--- config.mk ---
export PLATFORM = sky130hd
export DESIGN_NAME = packet_header_field_extractor
export DESIGN_NICKNAME = d
export VERILOG_FILES = /design/src/rtl/core/phfe_pkg.sv /design/src/rtl/core/phfe_parser.sv /design/src/rtl/core/phfe_outbuf.sv /design/src/rtl/core/packet_header_field_extractor.sv
export VERILOG_INCLUDE_DIRS = /design/src /design/src/rtl/core
export SDC_FILE = /design/constraint.sdc
export NUM_CORES = 1
export LEC_CHECK = 0
export BUFFER_PORTS_ARGS = -buffer_cell sky130_fd_sc_hd__buf_2
export CORE_MARGIN = 2
export CORE_UTILIZATION = 45
export DETAILED_ROUTE_END_ITERATION = 6
export PLACE_DENSITY_LB_ADDON = 0.05
export REMOVE_ABC_BUFFERS = 1
export SYNTH_ARGS = -nofsm -noshare
export SYNTH_HDL_FRONTEND = slang
export SYNTH_SLANG_ARGS = --single-unit
--- constraint.sdc ---
create_clock -name clk -period 26.1 [get_ports clk]
set_input_delay 5.22 -clock clk [delete_from_list [all_inputs] [get_ports clk]]
set_output_delay 5.22 -clock clk [all_outputs]
set_load 0.05 [all_outputs]
--- src/rtl/core/packet_header_field_extractor_macros.svh ---
// assertion macros for the packet header field extractor
`ifndef PACKET_HEADER_FIELD_EXTRACTOR_MACROS_SVH
`define PACKET_HEADER_FIELD_EXTRACTOR_MACROS_SVH

// same-cycle implication, sampled on clk, off while rst is high
`define PHFE_ASSERT_NOW(lbl, ante, cons, msg) \
  lbl: assert property (@(posedge clk) disable iff (rst) (ante) |-> (cons)) \
    else $error(msg);

// next-cycle implication, sampled on clk, off while rst is high
`define PHFE_ASSERT_NEXT(lbl, ante, cons, msg) \
  lbl: assert property (@(posedge clk) disable iff (rst) (ante) |=> (cons)) \
    else $error(msg);

`endif

--- src/rtl/core/phfe_pkg.sv ---
// types, field codes and decode helpers shared by the header extractor
`timescale 1ns / 1ps
`default_nettype none

package phfe_pkg;

  localparam int MaxRes = 6;

  // match field codes
  localparam logic [5:0] FC_IN_PORT     = 6'd0;
  localparam logic [5:0] FC_METADATA    = 6'd1;
  localparam logic [5:0] FC_ETH_DST     = 6'd2;
  localparam logic [5:0] FC_ETH_SRC     = 6'd3;
  localparam logic [5:0] FC_ETH_TYPE    = 6'd4;
  localparam logic [5:0] FC_VLAN_VID    = 6'd5;
  localparam logic [5:0] FC_VLAN_PCP    = 6'd6;
  localparam logic [5:0] FC_IP_DSCP     = 6'd7;
  localparam logic [5:0] FC_IP_ECN      = 6'd8;
  localparam logic [5:0] FC_IP_PROTO    = 6'd9;
  localparam logic [5:0] FC_IPV4_SRC    = 6'd10;
  localparam logic [5:0] FC_IPV4_DST    = 6'd11;
  localparam logic [5:0] FC_TCP_SRC     = 6'd12;
  localparam logic [5:0] FC_TCP_DST     = 6'd13;
  localparam logic [5:0] FC_UDP_SRC     = 6'd14;
  localparam logic [5:0] FC_UDP_DST     = 6'd15;
  localparam logic [5:0] FC_SCTP_SRC    = 6'd16;
  localparam logic [5:0] FC_SCTP_DST    = 6'd17;
  localparam logic [5:0] FC_ICMP4_TYPE  = 6'd18;
  localparam logic [5:0] FC_ICMP4_CODE  = 6'd19;
  localparam logic [5:0] FC_ARP_OP      = 6'd20;
  localparam logic [5:0] FC_ARP_SPA     = 6'd21;
  localparam logic [5:0] FC_ARP_TPA     = 6'd22;
  localparam logic [5:0] FC_ARP_SHA     = 6'd23;
  localparam logic [5:0] FC_ARP_THA     = 6'd24;
  localparam logic [5:0] FC_IPV6_SRC    = 6'd25;
  localparam logic [5:0] FC_IPV6_DST    = 6'd26;
  localparam logic [5:0] FC_IPV6_FLABEL = 6'd27;
  localparam logic [5:0] FC_ICMP6_TYPE  = 6'd28;
  localparam logic [5:0] FC_ICMP6_CODE  = 6'd29;
  localparam logic [5:0] FC_ND_TARGET   = 6'd30;
  localparam logic [5:0] FC_ND_SLL      = 6'd31;
  localparam logic [5:0] FC_ND_TLL      = 6'd32;
  localparam logic [5:0] FC_MPLS_LABEL  = 6'd33;
  localparam logic [5:0] FC_MPLS_TC     = 6'd34;
  localparam logic [5:0] FC_MPLS_BOS    = 6'd35;
  localparam logic [5:0] FC_SUMMARY     = 6'd36;

  // frame status codes
  localparam logic [1:0] ST_COMPLETE  = 2'd0;
  localparam logic [1:0] ST_TRUNCATED = 2'd1;
  localparam logic [1:0] ST_FRAGMENT  = 2'd2;
  localparam logic [1:0] ST_NON_SNAP  = 2'd3;

  // ether types and protocol numbers
  localparam logic [15:0] ET_VLAN   = 16'h8100;
  localparam logic [15:0] ET_QINQ   = 16'h88a8;
  localparam logic [15:0] ET_MPLS   = 16'h8847;
  localparam logic [15:0] ET_MPLS_M = 16'h8848;
  localparam logic [15:0] ET_ARP    = 16'h0806;
  localparam logic [15:0] ET_IPV4   = 16'h0800;
  localparam logic [15:0] ET_IPV6   = 16'h86dd;
  localparam logic [15:0] ET_MIN    = 16'h0600;

  localparam logic [7:0] PR_ICMP4 = 8'd1;
  localparam logic [7:0] PR_TCP   = 8'd6;
  localparam logic [7:0] PR_UDP   = 8'd17;
  localparam logic [7:0] PR_ICMP6 = 8'd58;
  localparam logic [7:0] PR_SCTP  = 8'd132;
  localparam logic [7:0] PR_HOP   = 8'd0;
  localparam logic [7:0] PR_ROUTE = 8'd43;
  localparam logic [7:0] PR_FRAG  = 8'd44;
  localparam logic [7:0] PR_AH    = 8'd51;
  localparam logic [7:0] PR_DEST  = 8'd60;

  typedef enum logic [4:0] {
    PH_ETH, PH_LLC, PH_VLAN, PH_MPLS, PH_MPLS_NEXT, PH_ARP, PH_IPV4, PH_IPV4_OPT,
    PH_IPV6, PH_EXT, PH_TCP, PH_UDP, PH_SCTP, PH_ICMP4, PH_ICMP6, PH_ND_TARGET,
    PH_ND_OPT, PH_DONE, PH_STOP
  } phase_t;

  typedef struct packed {
    logic [5:0]  code;
    logic [63:0] value;
    logic        upper;
    logic [1:0]  status;
    logic [2:0]  flags;
    logic        ttl_ok;
  } res_t;

  typedef struct packed {
    logic [2:0]              count;
    res_t [MaxRes-1:0]       item;
  } group_t;

  function automatic res_t mk_res(logic [5:0] code, logic [63:0] value, logic upper);
    res_t r;
    r.code   = code;
    r.value  = value;
    r.upper  = upper;
    r.status = ST_COMPLETE;
    r.flags  = 3'd0;
    r.ttl_ok = 1'b0;
    return r;
  endfunction

  // phase that follows an ether type
  function automatic phase_t route_phase(logic [15:0] t);
    phase_t p;
    if (t == ET_VLAN || t == ET_QINQ) p = PH_VLAN;
    else if (t == ET_MPLS || t == ET_MPLS_M) p = PH_MPLS;
    else if (t == ET_ARP) p = PH_ARP;
    else if (t == ET_IPV4) p = PH_IPV4;
    else if (t == ET_IPV6) p = PH_IPV6;
    else p = PH_DONE;
    return p;
  endfunction

  function automatic phase_t l4_phase(logic [7:0] proto, logic v6);
    phase_t p;
    if (proto == PR_TCP) p = PH_TCP;
    else if (proto == PR_UDP) p = PH_UDP;
    else if (proto == PR_SCTP) p = PH_SCTP;
    else if (!v6 && proto == PR_ICMP4) p = PH_ICMP4;
    else if (v6 && proto == PR_ICMP6) p = PH_ICMP6;
    else p = PH_DONE;
    return p;
  endfunction

  function automatic logic is_ext(logic [7:0] nh);
    return nh == PR_HOP || nh == PR_ROUTE || nh == PR_DEST || nh == PR_AH ||
           nh == PR_FRAG;
  endfunction

endpackage

`default_nettype wire

--- src/rtl/core/phfe_parser.sv ---
// input register and single-pass header parser, one frame byte per item
`timescale 1ns / 1ps
`default_nettype none

module phfe_parser #(
  parameter int OFFSET_BITS = 16
) (
  input  wire                  clk,
  input  wire                  rst,
  input  wire                  in_valid,
  output logic                 in_ready,
  input  wire  [7:0]           in_byte,
  input  wire                  in_last,
  input  wire  [31:0]          in_port,
  input  wire  [15:0]          mtu_limit,
  output logic                 grp_valid,
  input  wire                  grp_ready,
  output phfe_pkg::group_t     grp
);

  // input register
  logic        hold_valid;
  logic [7:0]  hold_byte;
  logic        hold_last;
  logic [31:0] hold_port;

  // parse state
  logic [OFFSET_BITS-1:0] byte_offset, byte_offset_next;
  phfe_pkg::phase_t       phase, phase_next;
  logic [5:0]             hpos, hpos_next;
  logic [11:0]            rem, rem_next;
  logic [119:0]           win;
  logic [47:0]            vs0, vs0_next, vs1, vs1_next;
  logic [7:0]             next_type, next_type_next;
  logic [2:0]             frame_flags, frame_flags_next;
  logic                   ttl_fail, ttl_fail_next;
  logic [1:0]             nd_seen, nd_seen_next;
  logic [1:0]             frame_status, frame_status_next;
  logic [31:0]            port_hold, port_hold_next;
  logic                   tag_seen, tag_seen_next;
  logic                   label_seen, label_seen_next;
  logic [3:0]             ihl, ihl_next;
  logic [7:0]             ext_nh, ext_nh_next;
  logic                   arp_ok, arp_ok_next;
  logic                   arp_addr, arp_addr_next;

  // working signals
  logic [7:0]       b;
  logic [127:0]     w;
  phfe_pkg::phase_t ph, rt;
  logic [5:0]       hp, hpn;
  logic [11:0]      rdec;
  logic [2:0]       n;
  phfe_pkg::res_t   res [phfe_pkg::MaxRes];
  logic [31:0]      port_eff;
  logic [1:0]       st;
  logic [1:0]       bit_sel;
  logic             ok_c;
  logic [7:0]       base_c;
  logic [5:0]       end_c;
  phfe_pkg::res_t   summary;

  localparam logic [OFFSET_BITS-1:0] OffMax = {OFFSET_BITS{1'b1}};

  logic consume;
  assign consume   = hold_valid && grp_ready;
  assign in_ready  = !hold_valid || grp_ready;
  assign grp_valid = hold_valid;

  always_ff @(posedge clk) begin
    if (rst) begin
      hold_valid <= 1'b0;
    end else if (in_valid && in_ready) begin
      hold_valid <= 1'b1;
    end else if (consume) begin
      hold_valid <= 1'b0;
    end
    if (in_valid && in_ready) begin
      hold_byte <= in_byte;
      hold_last <= in_last;
      hold_port <= in_port;
    end
  end

  assign b = hold_byte;
  assign w = {win, b};

  always_comb begin
    byte_offset_next  = byte_offset;
    vs0_next          = vs0;
    vs1_next          = vs1;
    next_type_next    = next_type;
    frame_flags_next  = frame_flags;
    ttl_fail_next     = ttl_fail;
    nd_seen_next      = nd_seen;
    frame_status_next = frame_status;
    tag_seen_next     = tag_seen;
    label_seen_next   = label_seen;
    ihl_next          = ihl;
    ext_nh_next       = ext_nh;
    arp_ok_next       = arp_ok;
    arp_addr_next     = arp_addr;
    n                 = 3'd0;
    rt                = phfe_pkg::PH_DONE;
    bit_sel           = 2'd0;
    ok_c              = 1'b0;
    base_c            = 8'd0;
    end_c             = 6'd0;
    st                = 2'd0;
    summary           = '0;
    for (int i = 0; i < phfe_pkg::MaxRes; i++) begin
      res[i] = '0;
    end

    port_eff       = (byte_offset == '0) ? hold_port : port_hold;
    port_hold_next = port_eff;

    // the byte after the bottom label picks the network header
    ph = phase;
    hp = hpos;
    if (phase == phfe_pkg::PH_MPLS_NEXT) begin
      hp = 6'd0;
      if (b[7:4] == 4'h4) ph = phfe_pkg::PH_IPV4;
      else if (b[7:4] == 4'h6) ph = phfe_pkg::PH_IPV6;
      else ph = phfe_pkg::PH_DONE;
    end
    hpn        = hp + 6'd1;
    phase_next = ph;
    hpos_next  = hp;
    rem_next   = (phase == phfe_pkg::PH_MPLS_NEXT) ? 12'd0 : rem;
    rdec       = (rem_next != 12'd0) ? rem_next - 12'd1 : 12'd0;

    case (ph)
      phfe_pkg::PH_ETH: begin
        hpos_next = hpn;
        if (hpn == 6'd14) begin
          vs0_next  = w[111:64];
          vs1_next  = w[63:16];
          hpos_next = 6'd0;
          rem_next  = 12'd0;
          if (w[15:0] >= phfe_pkg::ET_MIN) begin
            res[n] = phfe_pkg::mk_res(phfe_pkg::FC_ETH_DST, {16'd0, w[111:64]}, 1'b0);
            n = n + 3'd1;
            res[n] = phfe_pkg::mk_res(phfe_pkg::FC_ETH_SRC, {16'd0, w[63:16]}, 1'b0);
            n = n + 3'd1;
            rt = phfe_pkg::route_phase(w[15:0]);
            if (rt != phfe_pkg::PH_VLAN) begin
              res[n] = phfe_pkg::mk_res(phfe_pkg::FC_ETH_TYPE, {48'd0, w[15:0]}, 1'b0);
              n = n + 3'd1;
            end
            phase_next = rt;
          end else begin
            phase_next = phfe_pkg::PH_LLC;
          end
        end
      end
      phfe_pkg::PH_LLC: begin
        hpos_next = hpn;
        if (hpn == 6'd8) begin
          hpos_next = 6'd0;
          rem_next  = 12'd0;
          if (w[63:16] == 48'haaaa03000000) begin
            res[n] = phfe_pkg::mk_res(phfe_pkg::FC_ETH_DST, {16'd0, vs0}, 1'b0);
            n = n + 3'd1;
            res[n] = phfe_pkg::mk_res(phfe_pkg::FC_ETH_SRC, {16'd0, vs1}, 1'b0);
            n = n + 3'd1;
            rt = phfe_pkg::route_phase(w[15:0]);
            if (rt != phfe_pkg::PH_VLAN) begin
              res[n] = phfe_pkg::mk_res(phfe_pkg::FC_ETH_TYPE, {48'd0, w[15:0]}, 1'b0);
              n = n + 3'd1;
            end
            phase_next = rt;
          end else begin
            frame_status_next = phfe_pkg::ST_NON_SNAP;
            phase_next        = phfe_pkg::PH_STOP;
          end
        end
      end
      phfe_pkg::PH_VLAN: begin
        hpos_next = hpn;
        if (hpn == 6'd4) begin
          // only the outer tag gives vid and pcp
          if (!tag_seen) begin
            res[n] = phfe_pkg::mk_res(phfe_pkg::FC_VLAN_VID,
                                      {51'd0, 1'b1, w[27:16]}, 1'b0);
            n = n + 3'd1;
            res[n] = phfe_pkg::mk_res(phfe_pkg::FC_VLAN_PCP, {61'd0, w[31:29]}, 1'b0);
            n = n + 3'd1;
            tag_seen_next = 1'b1;
          end
          rt = phfe_pkg::route_phase(w[15:0]);
          if (rt != phfe_pkg::PH_VLAN) begin
            res[n] = phfe_pkg::mk_res(phfe_pkg::FC_ETH_TYPE, {48'd0, w[15:0]}, 1'b0);
            n = n + 3'd1;
          end
          phase_next = rt;
          hpos_next  = 6'd0;
          rem_next   = 12'd0;
        end
      end
      phfe_pkg::PH_MPLS: begin
        hpos_next = hpn;
        if (hpn == 6'd4) begin
          if (!label_seen) begin
            res[n] = phfe_pkg::mk_res(phfe_pkg::FC_MPLS_LABEL, {44'd0, w[31:12]}, 1'b0);
            n = n + 3'd1;
            res[n] = phfe_pkg::mk_res(phfe_pkg::FC_MPLS_TC, {61'd0, w[11:9]}, 1'b0);
            n = n + 3'd1;
            res[n] = phfe_pkg::mk_res(phfe_pkg::FC_MPLS_BOS, {63'd0, w[8]}, 1'b0);
            n = n + 3'd1;
            if (w[7:0] <= 8'd1) ttl_fail_next = 1'b1;
            label_seen_next = 1'b1;
          end
          phase_next = w[8] ? phfe_pkg::PH_MPLS_NEXT : phfe_pkg::PH_MPLS;
          hpos_next  = 6'd0;
          rem_next   = 12'd0;
        end
      end
      phfe_pkg::PH_ARP: begin
        hpos_next = hpn;
        if (hpn == 6'd8) begin
          ok_c = w[63:48] == 16'd1 && w[47:32] == phfe_pkg::ET_IPV4 &&
                 w[31:24] == 8'd6 && w[23:16] == 8'd4;
          arp_ok_next   = ok_c;
          arp_addr_next = ok_c && (w[15:0] == 16'd1 || w[15:0] == 16'd2);
          if (ok_c && w[15:8] == 8'd0) begin
            res[n] = phfe_pkg::mk_res(phfe_pkg::FC_ARP_OP, {48'd0, w[15:0]}, 1'b0);
            n = n + 3'd1;
          end
        end else if (hpn == 6'd14 && arp_addr) begin
          res[n] = phfe_pkg::mk_res(phfe_pkg::FC_ARP_SHA, {16'd0, w[47:0]}, 1'b0);
          n = n + 3'd1;
        end else if (hpn == 6'd18 && arp_addr) begin
          res[n] = phfe_pkg::mk_res(phfe_pkg::FC_ARP_SPA, {32'd0, w[31:0]}, 1'b0);
          n = n + 3'd1;
        end else if (hpn == 6'd24 && arp_addr) begin
          res[n] = phfe_pkg::mk_res(phfe_pkg::FC_ARP_THA, {16'd0, w[47:0]}, 1'b0);
          n = n + 3'd1;
        end else if (hpn == 6'd28) begin
          if (arp_addr) begin
            res[n] = phfe_pkg::mk_res(phfe_pkg::FC_ARP_TPA, {32'd0, w[31:0]}, 1'b0);
            n = n + 3'd1;
          end
          phase_next = phfe_pkg::PH_DONE;
          hpos_next  = 6'd0;
          rem_next   = 12'd0;
        end
      end
      phfe_pkg::PH_IPV4: begin
        hpos_next = hpn;
        if (hpn == 6'd1) begin
          ihl_next = b[3:0];
          if (b[3:0] > 4'd5) frame_flags_next[1] = 1'b1;
        end else if (hpn == 6'd2) begin
          res[n] = phfe_pkg::mk_res(phfe_pkg::FC_IP_DSCP, {58'd0, b[7:2]}, 1'b0);
          n = n + 3'd1;
          res[n] = phfe_pkg::mk_res(phfe_pkg::FC_IP_ECN, {62'd0, b[1:0]}, 1'b0);
          n = n + 3'd1;
        end else if (hpn == 6'd4) begin
          if (w[15:0] > mtu_limit) frame_flags_next[2] = 1'b1;
        end else if (hpn == 6'd8) begin
          if (w[13:0] != 14'd0) frame_flags_next[0] = 1'b1;
        end else if (hpn == 6'd9) begin
          if (b == 8'd0) ttl_fail_next = 1'b1;
        end else if (hpn == 6'd10) begin
          next_type_next = b;
          res[n] = phfe_pkg::mk_res(phfe_pkg::FC_IP_PROTO, {56'd0, b}, 1'b0);
          n = n + 3'd1;
        end else if (hpn == 6'd16) begin
          res[n] = phfe_pkg::mk_res(phfe_pkg::FC_IPV4_SRC, {32'd0, w[31:0]}, 1'b0);
          n = n + 3'd1;
        end else if (hpn == 6'd20) begin
          res[n] = phfe_pkg::mk_res(phfe_pkg::FC_IPV4_DST, {32'd0, w[31:0]}, 1'b0);
          n = n + 3'd1;
          hpos_next = 6'd0;
          rem_next  = 12'd0;
          if (frame_flags[0]) begin
            frame_status_next = phfe_pkg::ST_FRAGMENT;
            phase_next        = phfe_pkg::PH_STOP;
          end else if (ihl > 4'd5) begin
            phase_next = phfe_pkg::PH_IPV4_OPT;
            rem_next   = {6'd0, ihl, 2'b00} - 12'd20;
          end else begin
            phase_next = phfe_pkg::l4_phase(next_type, 1'b0);
          end
        end
      end
      phfe_pkg::PH_IPV4_OPT: begin
        rem_next = rdec;
        if (rdec == 12'd0) begin
          phase_next = phfe_pkg::l4_phase(next_type, 1'b0);
          hpos_next  = 6'd0;
        end
      end
      phfe_pkg::PH_IPV6: begin
        hpos_next = hpn;
        if (hpn == 6'd4) begin
          res[n] = phfe_pkg::mk_res(phfe_pkg::FC_IP_DSCP, {58'd0, w[27:22]}, 1'b0);
          n = n + 3'd1;
          res[n] = phfe_pkg::mk_res(phfe_pkg::FC_IP_ECN, {62'd0, w[21:20]}, 1'b0);
          n = n + 3'd1;
          res[n] = phfe_pkg::mk_res(phfe_pkg::FC_IPV6_FLABEL, {44'd0, w[19:0]}, 1'b0);
          n = n + 3'd1;
        end else if (hpn == 6'd7) begin
          next_type_next = b;
        end else if (hpn == 6'd8) begin
          if (b == 8'd0) ttl_fail_next = 1'b1;
        end else if (hpn == 6'd24) begin
          res[n] = phfe_pkg::mk_res(phfe_pkg::FC_IPV6_SRC, w[127:64], 1'b1);
          n = n + 3'd1;
          res[n] = phfe_pkg::mk_res(phfe_pkg::FC_IPV6_SRC, w[63:0], 1'b0);
          n = n + 3'd1;
        end else if (hpn == 6'd40) begin
          res[n] = phfe_pkg::mk_res(phfe_pkg::FC_IPV6_DST, w[127:64], 1'b1);
          n = n + 3'd1;
          res[n] = phfe_pkg::mk_res(phfe_pkg::FC_IPV6_DST, w[63:0], 1'b0);
          n = n + 3'd1;
          hpos_next      = 6'd0;
          rem_next       = 12'd0;
          next_type_next = next_type;
          if (phfe_pkg::is_ext(next_type)) begin
            phase_next = phfe_pkg::PH_EXT;
          end else begin
            res[n] = phfe_pkg::mk_res(phfe_pkg::FC_IP_PROTO, {56'd0, next_type}, 1'b0);
            n = n + 3'd1;
            phase_next = phfe_pkg::l4_phase(next_type, 1'b1);
          end
        end
      end
      phfe_pkg::PH_EXT: begin
        if (hp < 6'd2) begin
          hpos_next = hpn;
          if (hpn == 6'd2) begin
            ext_nh_next = w[15:8];
            if (next_type == phfe_pkg::PR_AH) rem_next = {2'd0, b, 2'b00} + 12'd6;
            else if (next_type == phfe_pkg::PR_FRAG) rem_next = 12'd6;
            else rem_next = {1'b0, b, 3'b000} + 12'd6;
          end
        end else begin
          rem_next = rdec;
          if (rdec == 12'd0) begin
            if (next_type == phfe_pkg::PR_FRAG) frame_flags_next[0] = 1'b1;
            hpos_next      = 6'd0;
            next_type_next = ext_nh;
            if (phfe_pkg::is_ext(ext_nh)) begin
              phase_next = phfe_pkg::PH_EXT;
            end else begin
              res[n] = phfe_pkg::mk_res(phfe_pkg::FC_IP_PROTO, {56'd0, ext_nh}, 1'b0);
              n = n + 3'd1;
              phase_next = phfe_pkg::l4_phase(ext_nh, 1'b1);
            end
          end
        end
      end
      phfe_pkg::PH_TCP, phfe_pkg::PH_UDP, phfe_pkg::PH_SCTP: begin
        if (ph == phfe_pkg::PH_TCP) begin
          base_c = {2'd0, phfe_pkg::FC_TCP_SRC};
          end_c  = 6'd20;
        end else if (ph == phfe_pkg::PH_UDP) begin
          base_c = {2'd0, phfe_pkg::FC_UDP_SRC};
          end_c  = 6'd8;
        end else begin
          base_c = {2'd0, phfe_pkg::FC_SCTP_SRC};
          end_c  = 6'd12;
        end
        hpos_next = hpn;
        if (hpn == 6'd2) begin
          res[n] = phfe_pkg::mk_res(base_c[5:0], {48'd0, w[15:0]}, 1'b0);
          n = n + 3'd1;
        end else if (hpn == 6'd4) begin
          res[n] = phfe_pkg::mk_res(base_c[5:0] + 6'd1, {48'd0, w[15:0]}, 1'b0);
          n = n + 3'd1;
        end
        if (hpn == end_c) begin
          phase_next = phfe_pkg::PH_DONE;
          hpos_next  = 6'd0;
          rem_next   = 12'd0;
        end
      end
      phfe_pkg::PH_ICMP4: begin
        hpos_next = hpn;
        if (hpn == 6'd1) begin
          res[n] = phfe_pkg::mk_res(phfe_pkg::FC_ICMP4_TYPE, {56'd0, b}, 1'b0);
          n = n + 3'd1;
        end else if (hpn == 6'd2) begin
          res[n] = phfe_pkg::mk_res(phfe_pkg::FC_ICMP4_CODE, {56'd0, b}, 1'b0);
          n = n + 3'd1;
        end else if (hpn == 6'd4) begin
          phase_next = phfe_pkg::PH_DONE;
          hpos_next  = 6'd0;
          rem_next   = 12'd0;
        end
      end
      phfe_pkg::PH_ICMP6: begin
        hpos_next = hpn;
        if (hpn == 6'd1) begin
          res[n] = phfe_pkg::mk_res(phfe_pkg::FC_ICMP6_TYPE, {56'd0, b}, 1'b0);
          n = n + 3'd1;
        end else if (hpn == 6'd2) begin
          res[n] = phfe_pkg::mk_res(phfe_pkg::FC_ICMP6_CODE, {56'd0, b}, 1'b0);
          n = n + 3'd1;
        end else if (hpn == 6'd8) begin
          hpos_next = 6'd0;
          rem_next  = 12'd0;
          // neighbour solicitation or advertisement with code zero
          if (w[55:48] == 8'd0 && (w[63:56] == 8'd135 || w[63:56] == 8'd136))
            phase_next = phfe_pkg::PH_ND_TARGET;
          else
            phase_next = phfe_pkg::PH_DONE;
        end
      end
      phfe_pkg::PH_ND_TARGET: begin
        hpos_next = hpn;
        if (hpn == 6'd16) begin
          res[n] = phfe_pkg::mk_res(phfe_pkg::FC_ND_TARGET, w[127:64], 1'b1);
          n = n + 3'd1;
          res[n] = phfe_pkg::mk_res(phfe_pkg::FC_ND_TARGET, w[63:0], 1'b0);
          n = n + 3'd1;
          nd_seen_next = 2'd0;
          phase_next   = phfe_pkg::PH_ND_OPT;
          hpos_next    = 6'd0;
          rem_next     = 12'd0;
        end
      end
      phfe_pkg::PH_ND_OPT: begin
        if (hp < 6'd8) begin
          hpos_next = hpn;
          if (hpn == 6'd2 && b == 8'd0) begin
            phase_next = phfe_pkg::PH_DONE;
            hpos_next  = 6'd0;
            rem_next   = 12'd0;
          end else if (hpn == 6'd8) begin
            ok_c    = 1'b1;
            bit_sel = (w[63:56] == 8'd1) ? 2'b01 : 2'b10;
            if (w[55:48] == 8'd1 && (w[63:56] == 8'd1 || w[63:56] == 8'd2)) begin
              if ((nd_seen & bit_sel) != 2'd0) begin
                // repeated address option ends option parsing
                ok_c       = 1'b0;
                phase_next = phfe_pkg::PH_DONE;
                hpos_next  = 6'd0;
                rem_next   = 12'd0;
              end else begin
                res[n] = phfe_pkg::mk_res(bit_sel[0] ? phfe_pkg::FC_ND_SLL :
                                          phfe_pkg::FC_ND_TLL, {16'd0, w[47:0]}, 1'b0);
                n = n + 3'd1;
                if (w[47:0] != 48'd0) nd_seen_next = nd_seen | bit_sel;
              end
            end
            if (ok_c) begin
              rem_next = {1'b0, w[55:48], 3'b000} - 12'd8;
              if (rem_next == 12'd0) hpos_next = 6'd0;
            end
          end
        end else begin
          rem_next = rdec;
          if (rdec == 12'd0) hpos_next = 6'd0;
        end
      end
      phfe_pkg::PH_DONE, phfe_pkg::PH_STOP: begin
      end
      default: begin
        phase_next = phfe_pkg::PH_DONE;
        hpos_next  = 6'd0;
        rem_next   = 12'd0;
      end
    endcase

    if (byte_offset != OffMax) byte_offset_next = byte_offset + 1'b1;

    if (hold_last) begin
      st = frame_status_next;
      if (st == phfe_pkg::ST_COMPLETE && phase_next != phfe_pkg::PH_DONE &&
          phase_next != phfe_pkg::PH_STOP && phase_next != phfe_pkg::PH_MPLS_NEXT &&
          phase_next != phfe_pkg::PH_ND_OPT)
        st = phfe_pkg::ST_TRUNCATED;
      res[n] = phfe_pkg::mk_res(phfe_pkg::FC_IN_PORT, {32'd0, port_eff}, 1'b0);
      n = n + 3'd1;
      res[n] = phfe_pkg::mk_res(phfe_pkg::FC_METADATA, 64'd0, 1'b0);
      n = n + 3'd1;
      summary        = phfe_pkg::mk_res(phfe_pkg::FC_SUMMARY, 64'd0, 1'b0);
      summary.status = st;
      summary.flags  = frame_flags_next;
      summary.ttl_ok = !ttl_fail_next;
      res[n] = summary;
      n = n + 3'd1;
      // rearm for the next frame
      byte_offset_next  = '0;
      phase_next        = phfe_pkg::PH_ETH;
      hpos_next         = 6'd0;
      rem_next          = 12'd0;
      vs0_next          = 48'd0;
      vs1_next          = 48'd0;
      next_type_next    = 8'd0;
      frame_flags_next  = 3'd0;
      ttl_fail_next     = 1'b0;
      nd_seen_next      = 2'd0;
      frame_status_next = phfe_pkg::ST_COMPLETE;
      port_hold_next    = 32'd0;
      tag_seen_next     = 1'b0;
      label_seen_next   = 1'b0;
    end

    grp.count = n;
    for (int i = 0; i < phfe_pkg::MaxRes; i++) begin
      grp.item[i] = res[i];
    end
  end

  always_ff @(posedge clk) begin
    if (rst) begin
      byte_offset  <= '0;
      phase        <= phfe_pkg::PH_ETH;
      hpos         <= 6'd0;
      rem          <= 12'd0;
      vs0          <= 48'd0;
      vs1          <= 48'd0;
      next_type    <= 8'd0;
      frame_flags  <= 3'd0;
      ttl_fail     <= 1'b0;
      nd_seen      <= 2'd0;
      frame_status <= phfe_pkg::ST_COMPLETE;
      port_hold    <= 32'd0;
      tag_seen     <= 1'b0;
      label_seen   <= 1'b0;
      ihl          <= 4'd0;
      ext_nh       <= 8'd0;
      arp_ok       <= 1'b0;
      arp_addr     <= 1'b0;
    end else if (consume) begin
      byte_offset  <= byte_offset_next;
      phase        <= phase_next;
      hpos         <= hpos_next;
      rem          <= rem_next;
      vs0          <= vs0_next;
      vs1          <= vs1_next;
      next_type    <= next_type_next;
      frame_flags  <= frame_flags_next;
      ttl_fail     <= ttl_fail_next;
      nd_seen      <= nd_seen_next;
      frame_status <= frame_status_next;
      port_hold    <= port_hold_next;
      tag_seen     <= tag_seen_next;
      label_seen   <= label_seen_next;
      ihl          <= ihl_next;
      ext_nh       <= ext_nh_next;
      arp_ok       <= arp_ok_next;
      arp_addr     <= arp_addr_next;
    end
  end

  // window of the last fifteen bytes, header reads only touch bytes of the current header
  always_ff @(posedge clk) begin
    if (consume) begin
      win <= w[119:0];
    end
  end

endmodule

`default_nettype wire

--- src/rtl/core/phfe_outbuf.sv ---
// result register holding one byte's group of results, drained one item a cycle while out_ready is high
`timescale 1ns / 1ps
`default_nettype none

module phfe_outbuf (
  input  wire               clk,
  input  wire               rst,
  input  wire               grp_valid,
  output logic              grp_ready,
  input  phfe_pkg::group_t  grp,
  output logic              out_valid,
  input  wire               out_ready,
  output phfe_pkg::res_t    out_item,
  output logic              out_last
);

  phfe_pkg::res_t slot [phfe_pkg::MaxRes];
  logic [2:0]     cnt;
  logic [2:0]     idx;
  logic           take;

  assign out_valid = idx != cnt;
  assign take      = out_valid && out_ready;
  assign grp_ready = !out_valid || (take && (idx + 3'd1 == cnt));
  assign out_item  = slot[idx[2:0] < 3'(phfe_pkg::MaxRes) ? idx : 3'd0];
  assign out_last  = idx + 3'd1 == cnt;

  always_ff @(posedge clk) begin
    if (rst) begin
      cnt <= 3'd0;
      idx <= 3'd0;
    end else if (grp_valid && grp_ready) begin
      cnt <= grp.count;
      idx <= 3'd0;
    end else if (take) begin
      idx <= idx + 3'd1;
    end
  end

  always_ff @(posedge clk) begin
    if (grp_valid && grp_ready) begin
      for (int i = 0; i < phfe_pkg::MaxRes; i++) begin
        slot[i] <= grp.item[i];
      end
    end
  end

endmodule

`default_nettype wire

--- src/rtl/core/packet_header_field_extractor.sv ---
// path: an accepted byte passes the parser input register, then its results the result register
// throughput: one byte per cycle while each byte causes at most one result and m_axis_tready
//   stays high; a byte causing more than one result (up to six) holds the input until
//   the single result port has drained the result register, one item a cycle while m_axis_tready is high
// reset: synchronous rst clears parse state, mtu_limit returns to 1500
`timescale 1ns / 1ps
`default_nettype none

`include "packet_header_field_extractor_macros.svh"

module packet_header_field_extractor #(
  parameter int OFFSET_BITS = 16
) (
  input  wire         clk,
  input  wire         rst,
  input  wire         s_axis_tvalid,
  output logic        s_axis_tready,
  input  wire  [39:0] s_axis_tdata,   // data_byte[7:0], in_port[39:8]
  input  wire         s_axis_tlast,
  output logic        m_axis_tvalid,
  input  wire         m_axis_tready,
  output logic [71:0] m_axis_tdata,   // field_value[63:0], parse_status[65:64],
                                      // l3_flags[68:66], ttl_ok[69], zero[71:70]
  output logic [6:0]  m_axis_tuser,   // field_code[5:0], upper_half[6]
  output logic        m_axis_tlast,
  input  wire         cfg_valid,
  output logic        cfg_ready,
  input  wire  [15:0] cfg_data
);

  logic [15:0]      mtu_limit;
  logic             grp_valid;
  logic             grp_ready;
  phfe_pkg::group_t grp;
  phfe_pkg::res_t   out_item;

  assign cfg_ready = 1'b1;

  always_ff @(posedge clk) begin
    if (rst) begin
      mtu_limit <= 16'd1500;
    end else if (cfg_valid && cfg_ready) begin
      mtu_limit <= cfg_data;
    end
  end

  phfe_parser #(
    .OFFSET_BITS(OFFSET_BITS)
  ) u_parser (
    .clk       (clk),
    .rst       (rst),
    .in_valid  (s_axis_tvalid),
    .in_ready  (s_axis_tready),
    .in_byte   (s_axis_tdata[7:0]),
    .in_last   (s_axis_tlast),
    .in_port   (s_axis_tdata[39:8]),
    .mtu_limit (mtu_limit),
    .grp_valid (grp_valid),
    .grp_ready (grp_ready),
    .grp       (grp)
  );

  phfe_outbuf u_outbuf (
    .clk       (clk),
    .rst       (rst),
    .grp_valid (grp_valid),
    .grp_ready (grp_ready),
    .grp       (grp),
    .out_valid (m_axis_tvalid),
    .out_ready (m_axis_tready),
    .out_item  (out_item),
    .out_last  (m_axis_tlast)
  );

  assign m_axis_tdata = {2'b00, out_item.ttl_ok, out_item.flags, out_item.status,
                         out_item.value};
  assign m_axis_tuser = {out_item.upper, out_item.code};

  // the summary closes the group of its byte
  `PHFE_ASSERT_NOW(a_summary_last, m_axis_tvalid && out_item.code == phfe_pkg::FC_SUMMARY, m_axis_tlast, "summary item not marked last")

  // only the summary carries status, flags and ttl check
  `PHFE_ASSERT_NOW(a_plain_clean, m_axis_tvalid && out_item.code != phfe_pkg::FC_SUMMARY, m_axis_tdata[71:64] == 8'd0, "status bits on a field item")

  // an upper half is followed at once by the lower half of the same field
  `PHFE_ASSERT_NEXT(a_half_pair, m_axis_tvalid && m_axis_tready && out_item.upper, m_axis_tvalid && !out_item.upper && out_item.code == $past(out_item.code), "upper half not followed by lower half")

endmodule

`default_nettype wire
==> results of run 1 <==
[per-layer routing]
| metal | up-vias | GRT usage |
|---|---|---|
| met3 | 295 | 0.0493 |
| met5 | - | 0 |
| met4 | 0 | 0.145 |
| met2 | 1434 | 0.525 |
| li1 | 12678 | - |
| met1 | 14280 | 0.434 |
[worst paths after layout]
check,slack [ps],cells after the start,from,endpoint
setup / recovery,14560,5,m_axis_tready,s_axis_tready
hold / removal,430,0,u_parser.win[107],u_parser.win[115]
setup reg to reg,17810,21,u_parser.phase[0],u_outbuf.slot[2][15]
hold reg to reg,430,0,u_parser.win[107],u_parser.win[115]
[cells in the final DEF (no fill, tap or decap), drive strengths merged, types with 18 or more instances in the layout]
master	n
edfxtp	414
nor2	377
nand2	360
buf	227
dfxtp	221
a21oi	211
o21ai	181
mux2i	144
a22oi	139
clkbuf	99
nor3	65
nand3	63
o22ai	58
inv	57
a22o	52
ha	41
o2bb2ai	40
nor4	40
and3	38
nand2b	34
a31oi	34
o211ai	32
nand4	30
a222oi	29
clkinv	24
and2	22
xor2	21
xnor2	20
nor2b	20
o21a	20
o221ai	19
or3	18
[final cells by class]
cell class / instances / area share
multi-input cells: 2387 / 0.403
inverters: 55 / 0.00562
clock inverters: 33 / 0.0104
flip-flops and latches: 635 / 0.459
well taps: 959 / 0.0326
repair buffers: 227 / 0.0372
clock buffers: 99 / 0.0528
[logic make-up after synthesis]
group,count (synthesis),synth area share
AO/OA/AOI/OAI,986,0.206
XOR/XNOR,42,0.0116
adder cells (fa/ha/maj),41,0.0156
buffers and inverters,343,0.0405
flip-flops,635,0.513
multiplexers,149,0.0456
other,2,0.000229
AND/OR/NAND/NOR,1166,0.168
[power by group]
part | internal, mW | leakage, nW | switching, mW
Sequential | 1.14 | 5.73 | 0.0508
Clock | 0.561 | 1.12 | 0.439
Combinational | 0.0700 | 5.59 | 0.224
Total | 1.77 | 12.4 | 0.714
[state kept, by name (all words and copies together), names as in the netlist, 8 cells and up]
register	count
u_parser.b	8
u_parser.port_hold	32
u_parser.win	120
u_parser.vs0	48
u_parser.hold_port	32
u_outbuf.slot	253
u_parser.ext_nh	8
u_parser.byte_offset	16
mtu_limit	16
u_parser.rem	12
u_parser.vs1	48
u_parser.next_type	8
[worst register-to-register path, stage by stage (launching register included)]
cell	delay [ps]
dfxtp_1	870
nor2_1	120
buf_4	240
nand2_1	170
nand2_1	110
inv_1	200
ha_1	580
a311oi_1	220
a41o_1	400
o21ai_0	610
nor3_1	130
buf_4	230
a211oi_1	400
or4b_1	640
nor2_2	400
inv_1	210
ha_1	250
nand2_1	490
nand3_1	260
a21o_1	400
a21oi_1	990
o2bb2ai_1	200
[stage by stage]
step | cell area [sq um] | std cells | power (mW)
final | 36800 | 4395 | 2.49
after global routing | 36800 | 4395 | 2.56
after global placement | 34400 | 4263 | 1.50
after CTS | 36800 | 4395 | 2.50
after detailed placement | 34400 | 4263 | 1.51
after floorplan | 31700 | 3077 | 1.41
==> impl_metrics.tcl, run 1 <==
set metrics [dict create \
    synth_edf_count 414 \
    antenna_found_initial 2 \
    whs_ps 425 \
    gp_congestion 0.992 \
    die_h_um 274 \
    leakage_nw 12.4 \
    grtUsageTotal 0.325 \
    critPathMaxStageDelay_ps 420 \
    critPathBufInv 2 \
    synthCells 3364 \
    fin_nets 3480 \
    num_antenna_cells 0 \
    clock_latency_ps 650 \
    finalHoldViolCount 0 \
    ios 145 \
    viasPerCell 6.53 \
    path_cells "buf_2 -> nor4b_1 -> nor2_1 -> nand2_1 -> buf_2" \
    arrival_ps 6320 \
    worst_pin_slew_ps 1340 \
    grt_pass1_wl_um 183000 \
    p_per_area_nw_per_um2 67.7 \
    crit_family "simple AND/OR/NAND/NOR gates" \
    max_freq_mhz 86.7 \
    outcome "completed" \
    dr.pass1.iters 7 \
    slowest_stage "nor4b_1" \
    root_buffer "clkbuf_16" \
    setup_viol 0 \
    synth-seq-cells 635 \
    fin_setup_tns_ps 0 \
    setup_ws_ps 14560 \
    ys_types 95 \
    grt_overflow 0 \
    clock_sinks 635 \
    wl_met2_um 58200 \
    portBuffers 141 \
    place_hpwl_um 81700 \
    std_cell_rows 99 \
    crit_path_start_kind "input pin" \
    final.setup_skew_ps 37.0 \
    cts_buffer_depth 3 \
    ys_warn_count 0 \
    worst-path-max-fanout 3 \
    slew_violations 0 \
    initial_core_util 0.453 \
    yosysMostFrequentCell "edfxtp_1" \
    ctsResizeCount 0 \
    grt_pass1_vias 27599 \
    grt_max_degree 174 \
    synth_area_sq_um 32900 \
    regArea_sq_um 16900 \
    slew_headroom 0.101 \
    synth_common_cells "edfxtp_1 (414), nor2_1 (376), nand2_1 (360)" \
    final_core_util 0.506 \
    clk_pin_slew_ps 60 \
    yosys-top-cells-area "edfxtp_1 (38%), dfxtp_1 (13%), mux2i_1 (4.4%), nor2_1 (4.3%), nand2_1 (4.1%)" \
    min_period_over_period 0.442 \
    crit_path_frequent_cell "buf_2" \
    drt-total-wl_um 125000 \
    core_sq_um 72600 \
    layout-drive-gt1-share 0.120 \
    multi_input_area_sq_um 14800 \
    endpoint_kind "output pin" \
    synth_top_area_share 0.378 \
    holdBufCountCts 0 \
    postCtsSetupBuffers 0 \
    drcViolationCount 0 \
    ir_drop_mv 0.0501 \
    syn2layout_area_growth_pct 11.8 \
    cts_tree "yes" \
    die-area_sq_um 75200 \
    vias 28687 \
    cts_buffers 71 \
    drv_cap 0 \
    first_iter_violations 3182 \
    maxUsedRoutingLayer "met4" \
    avgSynthCellArea_sq_um 9.77 \
    rsz0062_at_grt "no" \
    ys.flop_type "edfxtp_1" \
    hold_path.class "reg -> reg" \
    path_class "in -> out" \
    fp.dieW_um 274 \
    n_fill_cell 6726 \
    routedWlPerCell_um 28.4 \
    antenna_left 0 \
    synthArstFlopShare 0 \
    crit_required_ps 20880 \
    yosysSeqAreaShare 0.513 \
    period_minus_slack_ps 11540 \
    cts_htree_levels 3 \
    synth.largest_area_cell "edfxtp_1" \
    met1Wirelength_um 51300 \
    wl_met3_um 9480 \
    dp_slack_ps 14590 \
]
No activity file was read; power rests on OpenSTA's default activity.
==> run 2, diff against run 1 <==
--- a/config.mk
+++ b/config.mk
@@ -6,6 +6,7 @@
 export SDC_FILE = /design/constraint.sdc
 export NUM_CORES = 1
 export LEC_CHECK = 0
+export ABC_AREA = 1
 export BUFFER_PORTS_ARGS = -buffer_cell sky130_fd_sc_hd__buf_2
 export CORE_MARGIN = 2
 export CORE_UTILIZATION = 45
==> constraint.sdc (replaced) <==
create_clock -name clk -period 11.8 [get_ports clk]
set_input_delay 2.36 -clock clk [delete_from_list [all_inputs] [get_ports clk]]
set_output_delay 2.36 -clock clk [all_outputs]
set_load 0.05 [all_outputs]
==> impl_metrics.tcl, run 2 <==
set metrics [dict create \
    outcome "completed" \
    max_freq_mhz 147 \
    ios 145 \
    core_sq_um 71700 \
    clock_sinks 635 \
    grt_overflow 0 \
    vias 29712 \
    comb_power_share 0.170 \
    root_buffer "clkbuf_16" \
    swShare 0.321 \
    setup_viol 0 \
    hold_start "u_parser.win[107]" \
    design_area_sq_um 36700 \
    setup_ws_ps 5000 \
    postCtsSetupBuffers 0 \
    synth-seq-cells 635 \
    arrival_ps 7230 \
    reg.largest.list "u_outbuf.slot (253), u_parser.win (120)" \
    yosys-top-cells-area "edfxtp_1 (38%), dfxtp_1 (14%), nand2_1 (8.7%), nor2_1 (7.4%), o21ai_0 (5.9%)" \
    dp_cells 4936 \
    holdPathEnd "u_parser.win[115]" \
    crit_required_ps 12230 \
    fin_nets 4164 \
    holdBufCountCts 0 \
    internal_power_mw 4.07 \
    first_iter_violations 3375 \
    ys_warn_count 0 \
    worst_pin_slew_ps 1170 \
    ys_types 66 \
    antenna_found_initial 0 \
    rsz0062_at_grt "no" \
    clock_latency_ps 650 \
    synth_top_area_share 0.379 \
    power_frac_seq 0.458 \
    hold_path.class "reg -> reg" \
    endpoint_kind "register" \
    p_sw_mw 1.92 \
    fin_total_pwr_mw 5.98 \
    initial_core_util 0.457 \
    antenna_left 0 \
    grt_pass1_wl_um 186000 \
    finalHoldViolCount 0 \
    largest_reg_flops 253 \
    mostFrequentLayoutCell "nand2_1" \
    die-area_sq_um 75000 \
    dp_slack_ps 5120 \
    drv_cap 0 \
    final_cell_mix "nand2_1 (760), nor2_1 (640), edfxtp_1 (414)" \
    regMostFlops "u_outbuf.slot" \
    synth.largest_area_cell "edfxtp_1" \
    slew_headroom 0.211 \
    cts_buffers 73 \
    avgSynthCellArea_sq_um 8.23 \
    synthCells 3980 \
    die_h_um 274 \
    p_clk_frac 0.371 \
    yosysSeqAreaShare 0.514 \
    worst-path-max-fanout 25 \
    grtUsageTotal 0.334 \
    syn2layout_area_growth_pct 11.9 \
    fp.dieW_um 274 \
    slew_violations 0 \
    yosysMostFrequentCell "nand2_1" \
    synth_area_sq_um 32800 \
    ys.flop_type "edfxtp_1" \
    std_cell_rows 98 \
    drcViolationCount 0 \
    fin_cells 5071 \
    synth_common_cells "nand2_1 (762), nor2_1 (645), edfxtp_1 (414)" \
    path_class "reg -> reg" \
    reg2reg_to "u_outbuf.slot[2][21]" \
    crit_path_start_kind "register" \
    ir_drop_mv 0.111 \
    routedWlPerCell_um 25.0 \
    cts_tree "yes" \
    period_minus_slack_ps 6800 \
    place_area_sq_um 34300 \
    synthArstFlopShare 0 \
    min_path_cells 0 \
    clk_pin_slew_ps 60 \
    min_period_over_period 0.576 \
    r2r_start "u_parser.phase[0]" \
    r2r_cells 26 \
    num_antenna_cells 0 \
    grt_pass1_vias 28120 \
    place_hpwl_um 89900 \
    grt_max_degree 130 \
    cts_htree_levels 3 \
    final.setup_skew_ps 43.9 \
    synth_edf_count 414 \
    drt-total-wl_um 127000 \
    gp_congestion 0.988 \
    dr.pass1.iters 6 \
    cts_buffer_depth 3 \
    viasPerCell 5.86 \
    whs_ps 450 \
    ctsResizeCount 0 \
    layout-drive-gt1-share 0.0971 \
    regToRegSetupSlack_ps 5000 \
    portBuffers 141 \
    p_per_area_nw_per_um2 163 \
    leakage_nw 14.4 \
]
-- run 2: changes by cell type in the layout (fill, tap and decap cells not counted), sizes merged, moves of 51 or more --
cell,delta
a22o,-52
a22oi,-117
inv,+341
mux2i,-144
nand2,+421
nand3,+85
nand4,+51
nor2,+292
o21ai,+221
-- run 2: through the flow --
step / setup TNS, ps / utilization
floorplan: -6527050 / -
global placement: 0 / 0.479
detailed placement: 0 / 0.479
CTS: 0 / 0.511
global route: 0 / 0.511
finish: 0 / 0.511
-- run 2: layer usage --
metal / part of all wire / global-route usage
met4: 0.053 / 0.162
met3: 0.063 / 0.0461
met1: 0.42 / 0.439
met2: 0.46 / 0.542
met5: 0 / 0
-- run 2: critical path, stage by stage (launching register included) --
cell and delay (ps):
dfxtp_1 330, nor2_1 170, nand3_2 500, nand2_1 290, inv_1 150, ha_1 240, nand3_1 130, nand2_2 180
inv_2 120, nand3_1 180, nor2_2 490, nand3_2 660, inv_1 460, nor3_1 110, nand2_1 270, inv_1 160
ha_1 240, nand2_1 240, inv_1 140, nor2_1 100, buf_4 200, inv_1 70, nor2_1 80, inv_1 70
nor2_1 250, clkinv_1 370, o32ai_1 390
-- run 2: logic make-up (layout without fill, tap and decap cells) --
group / after synthesis / count (layout) / share of synthesized area
buf+inv: 594 / 734 / 0.0716
compound gates: 906 / 906 / 0.161
other cells: 2 / 3 / 0.000229
xor+xnor: 19 / 19 / 0.00508
simple gates: 1783 / 1783 / 0.231
flops: 635 / 635 / 0.514
fa+ha+maj: 41 / 41 / 0.0157
-- run 2: worst max-delay path by stage --
stage / slack [ps] / startpoint / end / cells past startpoint
finish: 5000 / u_parser.phase[0] / u_outbuf.slot[2][21] / 26
global route: 4410 / u_parser.phase[1] / u_outbuf.slot[2][17] / 26
CTS: 5110 / u_parser.phase[0] / u_outbuf.slot[3][22] / 22
detailed placement: 5120 / u_parser.phase[0] / u_outbuf.slot[3][36] / 22
global placement: 5350 / u_parser.phase[0] / u_outbuf.slot[3][32] / 22
floorplan: -24080 / m_axis_tready / u_parser.vs0[0] / 7
-- run 2: power by group through the flow --
stage          Sequential, mW  Clock, mW  Combinational, mW
2_1_floorplan            2.85          0              0.660
3_3_place_gp             2.78          0               1.02
3_5_place_dp             2.78          0               1.02
4_1_cts                  2.74       2.26               1.02
5_1_grt                  2.76       2.34               1.09
6_report                 2.74       2.22               1.02
-- run 2: layout make-up --
| cell class | instances | area (sq um) |
|---|---|---|
| Fill cell | 7073 | 35100 |
| Sequential cell | 635 | 16900 |
| Multi-Input combinational cell | 2752 | 13600 |
| Clock buffer | 104 | 2020 |
| Inverter | 404 | 1520 |
| Tap cell | 950 | 1190 |
| Timing Repair Buffer | 195 | 1140 |
| Clock inverter | 31 | 295 |
